--- src/rtl/lbvd_pkg.sv ---
// shared types and constants for the label bit vote downsampler
`timescale 1ns / 1ps
`default_nettype none
package lbvd_pkg;

  localparam int LABEL_W   = 8;
  localparam int CFG_W     = 11;
  localparam int CFG_IDX_W = 2;
  localparam int DIM_W     = 11;
  localparam int POS_W     = 10;
  localparam int THR_W     = 5;
  localparam int DIM_MAX   = 1024;

  // register indexes of the configuration port
  localparam logic [CFG_IDX_W-1:0] CFG_INPUT_WIDTH    = 2'd0;
  localparam logic [CFG_IDX_W-1:0] CFG_INPUT_HEIGHT   = 2'd1;
  localparam logic [CFG_IDX_W-1:0] CFG_FULL_THRESHOLD = 2'd2;
  localparam logic [CFG_IDX_W-1:0] CFG_ITEM_THRESHOLD = 2'd3;

  localparam logic [CFG_W-1:0] RST_INPUT_WIDTH    = 11'd256;
  localparam logic [CFG_W-1:0] RST_INPUT_HEIGHT   = 11'd256;
  localparam logic [THR_W-1:0] RST_FULL_THRESHOLD = 5'd16;
  localparam logic [THR_W-1:0] RST_ITEM_THRESHOLD = 5'd10;

  // label bits that vote against the item threshold
  localparam logic [LABEL_W-1:0] ITEM_BIT_MASK = 8'h30;

  typedef struct packed {
    logic [LABEL_W-1:0] label_pixel;
    logic               frame_start;
  } pixel_word_t;

  typedef struct packed {
    logic [LABEL_W-1:0] tile_label;
    logic               tile_valid;
    logic               frame_end;
  } tile_word_t;

  typedef struct packed {
    logic first_col;
    logic last_col;
    logic fresh_row;
    logic emit;
    logic frame_end;
  } pos_info_t;

  typedef struct packed {
    logic s1_valid;
    logic s1_emit;
  } vote_status_t;

endpackage
`default_nettype wire

--- src/rtl/lbvd_position.sv ---
// raster position counters and per-subpixel tile flags
`timescale 1ns / 1ps
`default_nettype none
module lbvd_position #(
  parameter int TILE_LOG2     = 2,
  parameter int MAX_OUT_WIDTH = 256,
  parameter int ADDR_W        = 8
) (
  input  logic                          clk,
  input  logic                          rst,
  input  logic                          accept,
  input  logic                          frame_start,
  input  logic [lbvd_pkg::DIM_W-1:0]    input_width,
  input  logic [lbvd_pkg::DIM_W-1:0]    input_height,
  output lbvd_pkg::pos_info_t           info,
  output logic [ADDR_W-1:0]             tile_col
);
  import lbvd_pkg::*;

  localparam int TILE     = 1 << TILE_LOG2;
  localparam int WCAP_RAW = MAX_OUT_WIDTH * TILE;
  localparam int WCAP     = (WCAP_RAW > DIM_MAX) ? DIM_MAX : WCAP_RAW;

  localparam logic [DIM_W-1:0] TILE_D  = DIM_W'(TILE);
  localparam logic [DIM_W-1:0] TMASK_D = DIM_W'(TILE - 1);
  localparam logic [DIM_W-1:0] WCAP_D  = DIM_W'(WCAP);
  localparam logic [DIM_W-1:0] HCAP_D  = DIM_W'(DIM_MAX);
  localparam logic [POS_W-1:0] TMASK_P = POS_W'(TILE - 1);
  localparam logic [POS_W-1:0] LAST_TC = POS_W'(MAX_OUT_WIDTH - 1);

  function automatic logic [DIM_W-1:0] fit_dim(input logic [DIM_W-1:0] v,
                                               input logic [DIM_W-1:0] cap);
    logic [DIM_W-1:0] r;
    r = v & ~TMASK_D;
    if (r < TILE_D) begin
      r = TILE_D;
    end
    if (r > cap) begin
      r = cap & ~TMASK_D;
    end
    return r;
  endfunction

  logic [POS_W-1:0] col, row;
  logic [POS_W-1:0] col_next, row_next;
  logic [POS_W-1:0] col_s, row_s, col_e, row_e, tc_full;
  logic [DIM_W-1:0] w, h, col_inc, row_inc;

  assign w = fit_dim(input_width, WCAP_D);
  assign h = fit_dim(input_height, HCAP_D);

  always_comb begin
    col_s = frame_start ? '0 : col;
    row_s = frame_start ? '0 : row;
    // a shrunk geometry sends a stray counter back to zero
    col_e = ({1'b0, col_s} >= w) ? '0 : col_s;
    row_e = ({1'b0, row_s} >= h) ? '0 : row_s;

    col_inc = {1'b0, col_e} + DIM_W'(1);
    row_inc = {1'b0, row_e} + DIM_W'(1);
    if (col_inc >= w) begin
      col_next = '0;
      row_next = (row_inc >= h) ? '0 : row_inc[POS_W-1:0];
    end else begin
      col_next = col_inc[POS_W-1:0];
      row_next = row_e;
    end
  end

  always_comb begin
    info.first_col = (col_e & TMASK_P) == '0;
    info.last_col  = (col_e & TMASK_P) == TMASK_P;
    info.fresh_row = (row_e & TMASK_P) == '0;
    info.emit      = ((row_e & TMASK_P) == TMASK_P) && info.last_col;
    info.frame_end = ({1'b0, row_e} == h - DIM_W'(1)) &&
                     ({1'b0, col_e} == w - DIM_W'(1));
    tc_full  = col_e >> TILE_LOG2;
    tile_col = (tc_full > LAST_TC) ? ADDR_W'(LAST_TC) : ADDR_W'(tc_full);
  end

  always_ff @(posedge clk) begin
    if (rst) begin
      col <= '0;
      row <= '0;
    end else if (accept) begin
      col <= col_next;
      row <= row_next;
    end
  end

endmodule
`default_nettype wire

--- config.mk ---
export PLATFORM = sky130hd
export DESIGN_NAME = lbvd_position
export DESIGN_NICKNAME = d
export VERILOG_FILES = /design/src/rtl/lbvd_pkg.sv /design/src/rtl/lbvd_position.sv
export SDC_FILE = /design/constraint.sdc
export NUM_CORES = 1
export LEC_CHECK = 0
export ABC_AREA = 1
export BUFFER_PORTS_ARGS = -buffer_cell sky130_fd_sc_hd__buf_2
export CORE_MARGIN = 2
export CORE_UTILIZATION = 60
export DETAILED_ROUTE_END_ITERATION = 8
export PLACE_DENSITY = 0.89
export SYNTH_ARGS = -nofsm -noshare
export SYNTH_HDL_FRONTEND = slang
export SYNTH_SLANG_ARGS = --single-unit
--- constraint.sdc ---
create_clock -name clk -period 5.8 [get_ports clk]
set_clock_uncertainty 0.1 [all_clocks]
set_input_delay 0.58 -clock clk [delete_from_list [all_inputs] [get_ports clk]]
set_output_delay 0.58 -clock clk [all_outputs]
set_load 0.01 [all_outputs]
==> impl_metrics.tcl <==
set metrics [dict create \
    grtUsageTotal 0.316 \
    final-max-slew-violation-count 0 \
    synth_edf_count 0 \
    combinationalPowerShare 0.319 \
    cpPeakStageDelay_ps 640 \
    synth-seq-cells 20 \
    cap_violations 0 \
    netlist_instances 572 \
    insertion_delay_ps 270 \
    r2r_start "col[5]" \
    drt-total-wl_um 9040 \
    synth.yosys.seq_area_share 0.124 \
    slew_headroom 0.479 \
    num_rows 26 \
    hp-start "col[3]" \
    r2r_slack_ps 1130 \
    dieArea_um2 6000 \
    clk_pin_slew_ps 80 \
    fin_area_um2 3610 \
    cts_hold_buf 0 \
    muxShareOfSynthArea 0 \
    cp_common_cell "nand2_1" \
    synthToLayoutAreaGrowth_pct 11.5 \
    p_int_uw 277 \
    hold_slack_ps 367 \
    endpoint_kind "flop" \
    antenna_found_initial 0 \
    first_iter_violations 324 \
    syn_area_per_cell_um2 5.66 \
    worstMarginPinSlew_ps 780 \
    cp-start-kind "primary input" \
    hold_class "flop to flop" \
    worstReg2RegEnd "row[3]" \
    fin_crit_sh 0.919 \
    ctsLongestPathBuffers 2 \
    synth_flop_cell "dfxtp_1" \
    grt_pass1_wl_um 15600 \
    finalPower_uw 418 \
    power_frac_seq 0.336 \
    dr.pass1.iters 5 \
    dp_hpwl_um 7250 \
    synth_compound_area_frac 0.108 \
    max_freq_mhz 188 \
    yosys_warnings 0 \
    avgRoutedWirePerCell_um 13.3 \
    stdcell_count 682 \
    rsz0062_at_grt "false" \
    synthArstFlopShare 0 \
    cp_slowest_cell "nor2_2" \
    drtAntennaViolNets 0 \
    synth_top_family_by_area "simple AND/OR/NAND/NOR gates" \
    path_class "primary input to flop" \
    synthAdderAreaFrac 0.155 \
    cts_buffers 3 \
    r2r_cells 27 \
    vdd_ir_drop_max_mv 0.118 \
    cts_tree "done" \
    synth_xor_area_frac 0.0325 \
    synth-simple-area-share 0.472 \
    cts.sinks 20 \
    placed_cells 678 \
    routed_via_density 5.57 \
    grt_overflow_total 0 \
    die_height_um 77.5 \
    fin_nets 679 \
    synth_nets 638 \
    hold_violations 0 \
    p_leak_uw 0.00195 \
    core_area_um2 5170 \
    syn_area_um2 3240 \
    htree_levels 1 \
    final.setup.tns_ps 0 \
    grt_pass1_vias 3558 \
    switching_power_uw 142 \
    power_density_nw_per_um2 116 \
    min_to "col[3]" \
    critPathMaxFanout 16 \
    swShare 0.339 \
    status "completed" \
    worstPathRequired_ps 5900 \
    drive_gt1_frac 0.132 \
    pwr-share-clk 0.345 \
    grt_max_degree 24 \
    arrival_ps 5430 \
    cts_root_buf "clkbuf_8" \
    die_w_um 77.5 \
    gp_congestion 0.980 \
    period_minus_slack_ps 5330 \
    hold_depth 2 \
    dpl_cell_area_um2 3530 \
    antennaDiodeCount 0 \
    dr_total_vias 3800 \
    synth_cell_types 37 \
    num-fill-cells 482 \
    finalSetupViolations 0 \
    drc 0 \
    ios 39 \
    port_buffers 34 \
    start_util 0.626 \
]
cells in the final DEF, fill, tap and decap left out, types with 12 or more instances in the layout:
master and count:
dfxtp_1 20, nand4_1 12, inv_1 77, o21ai_0 15
ha_1 40, nor2_1 63, buf_2 34, nand2_1 192
nand3_1 36, a21oi_1 32
power by group through the flow:
stage,Combinational (uW),Clock [uW],Sequential (uW)
2_1_floorplan,90.0,0,143
3_3_place_gp,126,0,144
3_5_place_dp,130,0,144
4_1_cts,131,147,140
5_1_grt,151,152,141
6_report,134,144,140
cell type report:
class,count,area (um^2),share of cell area
Multi-Input combinational cell,458,2490,0.690
Sequential cell,20,400,0.111
Inverter,88,330,0.0915
Timing Repair Buffer,42,230,0.0638
Tap cell,70,87.6,0.0243
Clock buffer,3,41.3,0.0114
Clock inverter,1,30.0,0.00832
repair_timing:
action	4_1_cts	5_1_grt
resized for setup	0	2
setup endpoints to repair	0	17
setup buffers	0	0
endpoints found under the hold margin	0	0
worst max path at each step:
| stage | start | end | slack [ps] | cells after the start |
|---|---|---|---|---|
| floorplan | input_width[7] | col[6] | 840 | 33 |
| global placement | input_width[5] | row[6] | 80 | 33 |
| detailed placement | input_width[10] | row[3] | -60 | 33 |
| CTS | input_width[10] | row[3] | 190 | 33 |
| global route | input_width[10] | row[8] | 8 | 36 |
| finish | input_width[5] | row[3] | 470 | 33 |
layer usage:
layer	GRT usage	up-vias	wire length, um
li1	-	1916	-
met1	0.416	1691	3890
met2	0.531	176	4170
met3	0.0488	17	824
met4	0.0964	0	157
met5	0	-	0
synth_stat cells (3+ instances only):
master	n	share of area
nand3_1	36	0.056
xnor2_1	3	0.0081
nor2_1	64	0.074
o21ai_0	15	0.023
nor2_2	6	0.012
nand2_2	4	0.0077
clkinv_1	3	0.0035
a21oi_1	32	0.049
and2_1	3	0.0058
nand3b_1	3	0.0070
ha_1	40	0.15
dfxtp_1	20	0.12
nor3_1	7	0.011
nor2_4	4	0.014
a22oi_1	5	0.012
inv_2	8	0.0093
xor2_1	9	0.024
clkbuf_1	6	0.0070
nand2_1	193	0.22
inv_1	77	0.089
nand4_1	12	0.023
sequential cells by signal, summed over array words and instances (netlist names):
register / cells
row: 10
col: 10
logic make-up after synthesis:
kind of cell	Yosys count
xor+xnor	12
compound gates	62
flops	20
fa+ha+maj	40
buf+inv	94
simple gates	344
per-stage QoR:
stage	worst slack (ps)	util
floorplan	840	-
global placement	78.0	0.683
detailed placement	-59.2	0.683
CTS	188	0.697
global route	8.44	0.698
finish	468	0.698
worst max-delay path, delay by kind of cell:
kind / cells / cell delay, ps
AO/OA/AOI/OAI: 5 / 750
adder cells (fa/ha/maj): 3 / 820
buffers and inverters: 5 / 440
AND/OR/NAND/NOR: 20 / 2840
Note: power is estimated with default switching activity, not from simulation.
